File: src/rtl/lpfr_pkg.sv
package lpfr_pkg;

	localparam int BYTE_W = 8;
	localparam logic [BYTE_W-1:0] START_RESET = 8'd35;
	localparam logic [BYTE_W-1:0] MIN_LEN = 8'd2;

	typedef enum logic [1:0] {
		ST_HUNT,
		ST_LEN,
		ST_DATA,
		ST_EMIT
	} lpfr_state_t;

	typedef struct packed {
		logic push;
		logic emit;
		logic last;
	} lpfr_ctl_t;

endpackage

File: src/rtl/lpfr_if.sv
interface lpfr_rx_if;
	logic valid;
	logic ready;
	logic [lpfr_pkg::BYTE_W-1:0] rx_byte;

	modport source (output valid, output rx_byte, input ready);
	modport sink (input valid, input rx_byte, output ready);
endinterface

interface lpfr_frame_if;
	logic valid;
	logic ready;
	logic [lpfr_pkg::BYTE_W-1:0] frame_byte;
	logic frame_last;

	modport source (output valid, output frame_byte, output frame_last, input ready);
	modport sink (input valid, input frame_byte, input frame_last, output ready);
endinterface

interface lpfr_cfg_if;
	logic valid;
	logic ready;
	logic [lpfr_pkg::BYTE_W-1:0] start_byte;

	modport source (output valid, output start_byte, input ready);
	modport sink (input valid, input start_byte, output ready);
endinterface

File: src/rtl/length_prefixed_frame_receiver_top.sv
// The first frame byte is offered only after the final frame byte transfers in, once
// it has moved through the empty cells to the head, one cell a cycle.
// The input stalls until a frame is out, so no new byte is taken while it is emitted.
// Reset (arst_n low, asynchronous): hunting, cells empty, start byte 35.
module length_prefixed_frame_receiver_top #(
	parameter int MAX_FRAME = 12
) (
	input  logic           clk,
	input  logic           arst_n,
	lpfr_cfg_if.sink       cfg,
	lpfr_rx_if.sink        rx,
	lpfr_frame_if.source   frame
);

	logic [lpfr_pkg::BYTE_W-1:0] start_byte_q;
	lpfr_pkg::lpfr_ctl_t         ctl;
	logic                        head_pop;
	logic                        cell_valid [MAX_FRAME];
	logic [lpfr_pkg::BYTE_W-1:0] cell_data  [MAX_FRAME];
	logic                        cell_ready [MAX_FRAME];

	// Start byte register, always writable
	assign cfg.ready = 1'b1;

	always_ff @(posedge clk or negedge arst_n) begin
		if (!arst_n) begin
			start_byte_q <= lpfr_pkg::START_RESET;
		end else if (cfg.valid) begin
			start_byte_q <= cfg.start_byte;
		end
	end

	// Frame sequencing
	lpfr_ctrl #(
		.MAX_FRAME (MAX_FRAME)
	) u_ctrl (
		.clk         (clk),
		.arst_n      (arst_n),
		.in_valid    (rx.valid),
		.in_byte     (rx.rx_byte),
		.start_byte  (start_byte_q),
		.chain_ready (cell_ready[0]),
		.out_xfer    (head_pop),
		.in_ready    (rx.ready),
		.ctl         (ctl)
	);

	// Row of byte cells: enter at cell 0, leave from the last cell
	for (genvar i = 0; i < MAX_FRAME; i++) begin : g_cell
		logic                        up_valid;
		logic [lpfr_pkg::BYTE_W-1:0] up_data;
		logic                        down_ready;

		if (i == 0) begin : g_tail
			assign up_valid = ctl.push;
			assign up_data  = rx.rx_byte;
		end else begin : g_mid
			assign up_valid = cell_valid[i-1];
			assign up_data  = cell_data[i-1];
		end

		if (i == MAX_FRAME - 1) begin : g_head
			assign down_ready = head_pop;
		end else begin : g_link
			assign down_ready = cell_ready[i+1];
		end

		lpfr_cell u_cell (
			.clk        (clk),
			.arst_n     (arst_n),
			.up_valid   (up_valid),
			.up_data    (up_data),
			.down_ready (down_ready),
			.valid      (cell_valid[i]),
			.data       (cell_data[i]),
			.ready      (cell_ready[i])
		);
	end

	// Offer the head cell only once the frame is complete
	assign frame.valid      = ctl.emit && cell_valid[MAX_FRAME-1];
	assign frame.frame_byte = cell_data[MAX_FRAME-1];
	assign frame.frame_last = ctl.last;
	assign head_pop         = frame.valid && frame.ready;

endmodule

File: src/rtl/lpfr_cell.sv
module lpfr_cell (
	input  logic                        clk,
	input  logic                        arst_n,
	input  logic                        up_valid,
	input  logic [lpfr_pkg::BYTE_W-1:0] up_data,
	input  logic                        down_ready,
	output logic                        valid,
	output logic [lpfr_pkg::BYTE_W-1:0] data,
	output logic                        ready
);

	logic                        valid_q;
	logic [lpfr_pkg::BYTE_W-1:0] data_q;

	// Accept from upstream when empty or when the held byte moves on
	assign ready = !valid_q || down_ready;
	assign valid = valid_q;
	assign data  = data_q;

	// Occupancy
	always_ff @(posedge clk or negedge arst_n) begin
		if (!arst_n) begin
			valid_q <= 1'b0;
		end else if (ready) begin
			valid_q <= up_valid;
		end
	end

	// Payload
	always_ff @(posedge clk) begin
		if (ready && up_valid) begin
			data_q <= up_data;
		end
	end

endmodule

File: src/rtl/lpfr_ctrl.sv
module lpfr_ctrl #(
	parameter int MAX_FRAME = 12
) (
	input  logic                        clk,
	input  logic                        arst_n,
	input  logic                        in_valid,
	input  logic [lpfr_pkg::BYTE_W-1:0] in_byte,
	input  logic [lpfr_pkg::BYTE_W-1:0] start_byte,
	input  logic                        chain_ready,
	input  logic                        out_xfer,
	output logic                        in_ready,
	output lpfr_pkg::lpfr_ctl_t         ctl
);

	localparam int PW = $clog2(MAX_FRAME + 1);

	lpfr_pkg::lpfr_state_t state_q, state_d;
	logic [PW-1:0]         pos_q;
	logic [PW-1:0]         len_q;
	logic                  in_xfer;
	logic                  len_bad;
	logic                  data_done;

	assign in_xfer   = in_valid && in_ready;
	assign len_bad   = (in_byte < lpfr_pkg::MIN_LEN) ||
		(in_byte > lpfr_pkg::BYTE_W'(MAX_FRAME));
	assign data_done = (pos_q + PW'(1)) == len_q;

	// Next state
	always_comb begin
		state_d = state_q;
		case (state_q)
			lpfr_pkg::ST_HUNT: begin
				if (in_xfer && (in_byte == start_byte)) state_d = lpfr_pkg::ST_LEN;
			end
			lpfr_pkg::ST_LEN: begin
				if (in_xfer) state_d = len_bad ? lpfr_pkg::ST_HUNT : lpfr_pkg::ST_DATA;
			end
			lpfr_pkg::ST_DATA: begin
				if (in_xfer && data_done) state_d = lpfr_pkg::ST_EMIT;
			end
			lpfr_pkg::ST_EMIT: begin
				if (out_xfer && (pos_q == PW'(1))) state_d = lpfr_pkg::ST_HUNT;
			end
			default: state_d = lpfr_pkg::ST_HUNT;
		endcase
	end

	// Outputs
	always_comb begin
		in_ready = 1'b0;
		ctl      = '0;
		case (state_q)
			lpfr_pkg::ST_HUNT: begin
				in_ready = chain_ready;
			end
			lpfr_pkg::ST_LEN: begin
				in_ready = chain_ready;
				ctl.push = in_xfer && !len_bad;
			end
			lpfr_pkg::ST_DATA: begin
				in_ready = chain_ready;
				ctl.push = in_xfer;
			end
			lpfr_pkg::ST_EMIT: begin
				ctl.emit = 1'b1;
				ctl.last = pos_q == PW'(1);
			end
			default: begin
				in_ready = 1'b0;
			end
		endcase
	end

	// State register
	always_ff @(posedge clk or negedge arst_n) begin
		if (!arst_n) begin
			state_q <= lpfr_pkg::ST_HUNT;
		end else begin
			state_q <= state_d;
		end
	end

	// Count stored bytes while collecting, count down while emitting
	always_ff @(posedge clk or negedge arst_n) begin
		if (!arst_n) begin
			pos_q <= '0;
			len_q <= '0;
		end else begin
			case (state_q)
				lpfr_pkg::ST_LEN: begin
					if (in_xfer && !len_bad) begin
						len_q <= in_byte[PW-1:0];
						pos_q <= PW'(1);
					end
				end
				lpfr_pkg::ST_DATA: begin
					if (in_xfer) begin
						pos_q <= data_done ? len_q : pos_q + PW'(1);
					end
				end
				lpfr_pkg::ST_EMIT: begin
					if (out_xfer) begin
						pos_q <= pos_q - PW'(1);
					end
				end
				default: begin
					pos_q <= pos_q;
				end
			endcase
		end
	end

endmodule

File: src/flat_wrapper.sv
// flat-port wrapper written by rule: the top's interface ports become plain ports
module length_prefixed_frame_receiver_top_flat 
#(
	parameter int MAX_FRAME = 12
)
  (clk, arst_n, cfg_valid, cfg_start_byte, cfg_ready, rx_valid, rx_rx_byte, rx_ready, frame_valid, frame_frame_byte, frame_frame_last, frame_ready);
  lpfr_cfg_if cfg_i ();
  lpfr_rx_if rx_i ();
  lpfr_frame_if frame_i ();
  input  logic clk;
  input  logic arst_n;
  input wire logic [$bits(cfg_i.valid)-1:0] cfg_valid;
  input wire logic [$bits(cfg_i.start_byte)-1:0] cfg_start_byte;
  output wire logic [$bits(cfg_i.ready)-1:0] cfg_ready;
  input wire logic [$bits(rx_i.valid)-1:0] rx_valid;
  input wire logic [$bits(rx_i.rx_byte)-1:0] rx_rx_byte;
  output wire logic [$bits(rx_i.ready)-1:0] rx_ready;
  output wire logic [$bits(frame_i.valid)-1:0] frame_valid;
  output wire logic [$bits(frame_i.frame_byte)-1:0] frame_frame_byte;
  output wire logic [$bits(frame_i.frame_last)-1:0] frame_frame_last;
  input wire logic [$bits(frame_i.ready)-1:0] frame_ready;
  assign cfg_i.valid = cfg_valid;
  assign cfg_i.start_byte = cfg_start_byte;
  assign cfg_ready = cfg_i.ready;
  assign rx_i.valid = rx_valid;
  assign rx_i.rx_byte = rx_rx_byte;
  assign rx_ready = rx_i.ready;
  assign frame_valid = frame_i.valid;
  assign frame_frame_byte = frame_i.frame_byte;
  assign frame_frame_last = frame_i.frame_last;
  assign frame_i.ready = frame_ready;
  length_prefixed_frame_receiver_top #(.MAX_FRAME(MAX_FRAME)) u_core (.clk(clk), .arst_n(arst_n), .cfg(cfg_i), .rx(rx_i), .frame(frame_i));
endmodule
File: config.mk
export PLATFORM = sky130hd
export DESIGN_NAME = length_prefixed_frame_receiver_top_flat
export DESIGN_NICKNAME = d
export VERILOG_FILES = /design/src/rtl/lpfr_pkg.sv /design/src/rtl/lpfr_if.sv /design/src/rtl/length_prefixed_frame_receiver_top.sv /design/src/rtl/lpfr_cell.sv /design/src/rtl/lpfr_ctrl.sv /design/src/flat_wrapper.sv
export SDC_FILE = /design/constraint.sdc
export NUM_CORES = 1
export LEC_CHECK = 0
export BUFFER_PORTS_ARGS = -buffer_cell sky130_fd_sc_hd__buf_2
export CORE_MARGIN = 4
export CORE_UTILIZATION = 58
export DETAILED_ROUTE_END_ITERATION = 12
export HOLD_SLACK_MARGIN = 0.06
export PLACE_DENSITY = 0.74
export SLEW_MARGIN = 0
export SYNTH_ARGS = -nofsm -noshare
export SYNTH_HDL_FRONTEND = slang
export SYNTH_SLANG_ARGS = --single-unit
File: constraint.sdc
create_clock -name clk -period 2.17 [get_ports clk]
set_input_delay 0.3255 -clock clk [delete_from_list [all_inputs] [get_ports clk]]
set_output_delay 0.3255 -clock clk [all_outputs]
set_load 0.01 [all_outputs]
==> results of run 1 <==
## cell usage after synthesis (all sizes together) (2+ instances only)
cell | count | area share, %
nor4 | 2 | 0.59
o21ai | 9 | 0.96
ha | 8 | 2.1
nand2 | 10 | 0.80
nor2b | 4 | 0.53
nand2b | 8 | 1.1
xnor2 | 12 | 2.2
mux2 | 14 | 3.5
and2 | 12 | 1.6
a22oi | 2 | 0.32
or2 | 4 | 0.53
edfxtp | 96 | 61
dfrtp | 27 | 14
clkbuf | 4 | 0.32
dfstp | 3 | 1.7
xor2 | 2 | 0.37
a21oi | 3 | 0.32
mux2i | 3 | 0.64
a41oi | 2 | 0.37
nand4 | 7 | 1.1
nand3 | 7 | 0.74
inv | 7 | 0.56
nor2 | 6 | 0.48
## cell usage in the layout (no fill, tap or decap), types with 2 or more instances in the layout
cell           Yosys  final
nor2_1             6      6
a21oi_1            3      3
xor2_1             2      2
and2_2             2      2
nor2b_1            4      3
and2_4             0      2
inv_6              0      6
mux2i_1            3      3
bufinv_16          0      3
inv_8              0      2
xnor2_1           12     12
nand2b_1           8      8
ha_1               8      7
nand2_1           10     10
a22oi_1            2      2
mux2_2            12     12
dfstp_2            3      3
nand4_1            6      6
clkbuf_16          0     16
a41oi_1            2      2
inv_1              7      7
buf_2              0     30
o21ai_0            8      8
and2_1            10      8
mux2_4             2      2
or2_2              4      4
buf_4              1     13
dlygate4sd3_1      0     17
dfrtp_1           27     27
edfxtp_1          96     96
nand3_1            7      7
clkinv_4           0      4
## routing by layer
metal / vias to the layer above / wire length (µm)
li1: 1171 / -
met1: 1197 / 3020
met2: 68 / 4120
met3: 14 / 301
met4: 0 / 136
met5: - / 0
## repair_timing
action,in CTS,in global routing
hold endpoints to repair,43,0
gates resized for setup,4,6
endpoints found under the setup margin,1,9
setup buffers,3,3
hold buffers,17,0
pin swaps,1,6
## state kept, by name, indices dropped and copies added (netlist names), named ones only
register,cells
u_core.u_ctrl.pos_q,4
u_core.g_cell.u_cell.valid,12
u_core.g_cell.u_cell.data,96
u_core.u_ctrl.len_q,4
u_core.u_ctrl.state_q,1
u_core.start_byte_q,8
## through the flow
stage | instances | setup TNS [ns] | cell area, µm² | hold slack, ns | util (%)
finish | 461 | -0.222 | 5890 | 0.229 | 75.5
detailed placement | 406 | 0 | 5020 | 0.404 | 64.3
global placement | 406 | 0 | 5020 | 0.400 | 64.3
CTS | 458 | -0.179 | 5840 | 0.185 | 74.9
global route | 461 | -0.301 | 5890 | 0.216 | 75.5
floorplan | 271 | 0 | 4700 | 0.0299 | -
## critical path: stages, from the launching register on
cell,delay (ns)
dfrtp_1,0.39
ha_2,0.20
a21bo_4,0.24
nor4b_4,0.30
and2_4,0.20
a31oi_4,0.08
buf_6,0.14
## where the power goes
part | internal (W) | switching, W
clock network | 0.00179 | 0.00109
registers | 0.00259 | 0.0000109
logic | 0.0000633 | 0.0000465
total | 0.00445 | 0.00115
## cell families (layout without fill, tap and decap cells)
kind of cell    after synthesis  in the layout  synth area share, %
compound gates               26             26                 4.15
buf+inv                      12            100                 1.04
other cells                   1              1               0.0797
mux                          17             17                 4.15
fa+ha+maj                     8              8                 2.13
simple gates                 67             67                 8.54
xor+xnor                     14             14                 2.61
flops                       126            126                 77.3
## how the worst min path moves through the flow
stage / from / cells past startpoint / slack, ns / to
after floorplan: arst_n / 0 / 0.03 / asynchronous set/reset pin
after global placement: arst_n / 1 / 0.40 / u_core.u_ctrl.len_q[1]
after detailed placement: arst_n / 1 / 0.40 / u_core.u_ctrl.len_q[1]
after CTS: cfg_valid / 2 / 0.18 / u_core.start_byte_q[7]
after global routing: cfg_valid / 2 / 0.22 / u_core.start_byte_q[7]
final: cfg_valid / 2 / 0.23 / u_core.start_byte_q[7]
## layout make-up
class | instances | share of cell area, %
Clock buffer | 17 | 7.03
Clock inverter | 15 | 3.40
Inverter | 7 | 0.446
Multi-Input combinational cell | 133 | 18.0
Sequential cell | 126 | 61.7
Tap cell | 102 | 2.17
Timing Repair Buffer | 61 | 7.28
==> impl_metrics.ini, run 1 <==
[run_status]
status = finished, violations left
violations = negative setup slack

[synthesis]
syn_area_um2 = 4700
yosysSeqAreaShare_pct = 77.3
synth_nets = 300
synth-edff-count = 96
yosys_warnings = 0
synth_cell_types = 47
synth-async-reset-ratio_pct = 23.8
syn_inst = 271
synth_seq_cells = 126
ys.flop_type = edfxtp_1
synth.avg_cell_area_um2 = 17.4

[place]
hpwl_um = 4830
gp_congestion = 0.795
portBuffers = 31
pre_cts_ws_ns = 0.116

[route]
vias = 2450
first_pass_iters = 4
drt-initial-drc-count = 107
antenna_left = 0
totalWireLength_um = 7580
wl_per_cell_um = 16.5
viasPerCell = 5.31
post-route-drc-count = 0

[finish]
ff_latch_area_um2 = 3640
nets = 375
fillers = 431
multi_input_area_um2 = 1060
drive_above_1_share_pct = 30.9
syn_to_final_growth_pct = 25.3
antennaDiodeCount = 0

[grt]
grt_pass1_vias = 2586
antenna_found_initial = 0
grt_first_pass_wirelength_um = 12500
grt_max_degree = 31
grt_use_total_pct = 17.5
grt.met3_usage_pct = 5.50
grt.met1_usage_pct = 19.5
top_usage_layer = met2
grt.met2_usage_pct = 29.8
overflow = 0

[setup_path]
path_class = register to output port
cp-start-kind = register
cp.required_ns = 1.84
critPathCaptureType = output port
endpoint = rx_ready
r2r_start = u_core.u_ctrl.state_q[0]
r2r-end = u_core.u_ctrl.len_q[3]
reg2regPathDepth = 6
r2r_slack_ns = 0.09
cp_max_fo = 4
crit_start = u_core.u_ctrl.state_q[0]
arrival_ns = 2.07

[sta]
hold_viol = 0
final.setup.worst_slack_ns = -0.222
drv_slew = 0
fmax_ghz = 0.418
rsz0062_at_grt = yes
slew_headroom_pct = 50.1
post-route-period-util_pct = 110
setup_violations = 1
min_period_ns = 2.39
worstMarginPinSlew_ns = 0.746
clock-skew-final_ns = 0.0113

[floorplan]
core_area_um2 = 7810
die_area_um2 = 9620
fp.dieW_um = 98.1
start_util_pct = 60.3
num_rows = 32
die_h_um = 98.1
ios = 33

[clock_tree]
clk_latency_ns = 0.51
cts_root_buffer = clkbuf_8
cts_buffers = 17
ctsHtreeMaxLevel = 4
clock-sinks = 126
clock_path_buffers = 2
clk_pin_slew_worst_paths_ns = 0.06
tritoncts = done

[min_path]
worstHoldPathType = primary input to register

[power]
ir_worst_vdd_v = 0.000626
p_leak_nw = 2.31
p_total_w = 0.00559
power.density_nw_per_um2 = 949

[flow_run]
max_cap_viol_count = 0
Power figures use the tool's default switching activity.
==> run 2: changes to the inputs <==
--- a/config.mk
+++ b/config.mk
@@ -7,10 +7,12 @@
 export LEC_CHECK = 0
 export BUFFER_PORTS_ARGS = -buffer_cell sky130_fd_sc_hd__buf_2
 export CORE_MARGIN = 4
-export CORE_UTILIZATION = 58
+export CORE_UTILIZATION = 59
+export CTS_CLUSTER_DIAMETER = 50
 export DETAILED_ROUTE_END_ITERATION = 12
 export HOLD_SLACK_MARGIN = 0.06
-export PLACE_DENSITY = 0.74
+export PLACE_DENSITY = 0.75
+export SKIP_LAST_GASP = 1
 export SLEW_MARGIN = 0
 export SYNTH_ARGS = -nofsm -noshare
 export SYNTH_HDL_FRONTEND = slang
==> run 2 against run 1 <==
- the run still ends with negative setup slack left
- wire length increased by 4.4%
- sequential power about the same
- register-to-register slack about the same
- global-route usage increased by 0.61 points
- cell count decreased by 1.1%
- clock power increased by 10%
- count of clock-buffer cells in the layout unchanged
- cell area about the same
- maximum frequency increased by 1.4%
- largest cell class unchanged
- sequential share of layout area about the same
==> impl_metrics.ini, run 2 (same netlist as run 1, synthesis figures left out) <==
[clock_tree]
cts_buffers = 17
clock_path_buffers = 2
cts_root_buffer = clkbuf_8
clk_latency_ns = 0.51
ctsHtreeMaxLevel = 4
clock-sinks = 126
clk_pin_slew_worst_paths_ns = 0.06
tritoncts = done

[grt]
overflow = 0
grt_first_pass_wirelength_um = 12900
antenna_found_initial = 0
grt_max_degree = 31
grt_use_total_pct = 18.1
grt_pass1_vias = 2591

[min_path]
worstHoldPathType = primary input to register

[finish]
final_core_util_pct = 76.2
largest_register_ffs = 96
stdcell_count = 456
syn_to_final_growth_pct = 25.2
antennaDiodeCount = 0
nets = 370
drive_above_1_share_pct = 30.5
final_common_cell = edfxtp_1
final_cell_mix = edfxtp_1, buf_2, dfrtp_1

[place]
portBuffers = 31
placedCellCount = 406
hpwl_um = 4760
gp_congestion = 0.817

[floorplan]
num_rows = 32
die_h_um = 97.3
core_area_um2 = 7730
ios = 33
die_area_um2 = 9470
fp.dieW_um = 97.3
start_util_pct = 60.9

[route]
viasPerCell = 5.36
wl_per_cell_um = 17.4
vias = 2444
totalWireLength_um = 7920
drt-initial-drc-count = 89
post-route-drc-count = 0
antenna_left = 0
first_pass_iters = 4

[run_status]
status = finished, violations left
violations = negative setup slack

[sta]
clock-skew-final_ns = 0.00846
fmax_ghz = 0.424
setup_violations = 1
post-route-period-util_pct = 109
hold_viol = 0
final.setup.worst_slack_ns = -0.190
slew_headroom_pct = 49.6
worstMarginPinSlew_ns = 0.754
drv_slew = 0
min_period_ns = 2.36
rsz0062_at_grt = yes

[setup_path]
r2r-end = u_core.g_cell[1].u_cell.data[3]
arrival_ns = 2.03
cp.required_ns = 1.84
r2r_start = u_core.u_ctrl.state_q[0]
reg2regPathDepth = 8
critPathCaptureType = output port
path_class = register to output port
r2r_slack_ns = 0.08
cp-start-kind = register
cp_max_fo = 5
endpoint = rx_ready
crit_start = u_core.u_ctrl.state_q[0]

[power]
p_int_w = 0.00477
power_frac_comb_pct = 1.7
p_leak_nw = 2.31
power.switching_w = 0.00111
switching_share_pct = 18.9
ir_worst_vdd_v = 0.000650
p_total_w = 0.00588
p_seq_share_pct = 44.2
clkPwrFrac_pct = 54.1
power.density_nw_per_um2 = 999

[flow_run]
max_cap_viol_count = 0
==> run 2: changes by cell type in the layout (fill, tap and decap cells not counted), moves of 2 or more <==
cell           change
bufinv_16          +3
clkinv_4           -2
inv_6              -2
dlygate4sd3_1      -4
==> run 2: repair_timing <==
action,4_1_cts,5_1_grt
pin swaps,2,1
hold buffers,13,0
gates resized for setup,4,2
setup buffers,4,1
hold endpoints to repair,39,0
endpoints found under the setup margin,1,17
==> run 2: worst max-delay path, cell delays in order, from the launching register on <==
cell     delay (ns)
dfrtp_1        0.42
ha_4           0.19
a21bo_4        0.24
nor4b_4        0.23
and2_4         0.19
a31oi_1        0.09
buf_2          0.16
==> run 2: final cells by class <==
cell class              count  area, µm²
well taps                 102        128
multi-input cells         133       1050
clock inverters            15        256
fillers                   420       1840
inverters                   7       26.3
clock buffers              17        414
flip-flops and latches    126       3640
repair buffers             56        375
==> run 2: power by group through the flow <==
stage	Sequential, W	Combinational (W)	Clock (W)
CTS	0.00260	0.000103	0.00322
global route	0.00260	0.000114	0.00336
finish	0.00260	0.000102	0.00318
detailed placement	0.00265	0.0000846	0
global placement	0.00265	0.0000820	0
floorplan	0.00265	0.0000422	0
==> run 2: worst min-delay path by stage <==
stage                                                from                         endpoint  slack [ns]  cells after the start
final                                       rx_rx_byte[1]  u_core.g_cell[0].u_cell.data[1]        0.08                      1
after floorplan                                    arst_n       asynchronous set/reset pin        0.03                      0
after CTS                                   rx_rx_byte[1]  u_core.g_cell[0].u_cell.data[1]        0.06                      1
after global placement                             arst_n    u_core.g_cell[8].u_cell.valid        0.40                      1
after detailed placement  u_core.g_cell[3].u_cell.data[1]  u_core.g_cell[4].u_cell.data[1]        0.40                      0
after global routing                        rx_rx_byte[1]  u_core.g_cell[0].u_cell.data[1]        0.06                      1
==> run 2: stage by stage <==
step	setup WS (ns)	setup TNS [ns]	area (µm²)	hold slack, ns
after floorplan	0.192	0	4700	0.0299
after global placement	0.156	0	5020	0.401
after detailed placement	0.126	0	5020	0.405
after CTS	-0.211	-0.211	5870	0.0608
after global routing	-0.258	-0.274	5890	0.0616
final	-0.190	-0.190	5890	0.0830
==> run 2: metal layers <==
metal  vias up  share of wire [%]  global-route usage (%)
met5         -                  0                       0
met4         0                2.0                    9.48
met3        10                4.2                    4.95
met2        63                 55                    32.2
met1      1209                 39                    19.6
li1       1162                  -                       -
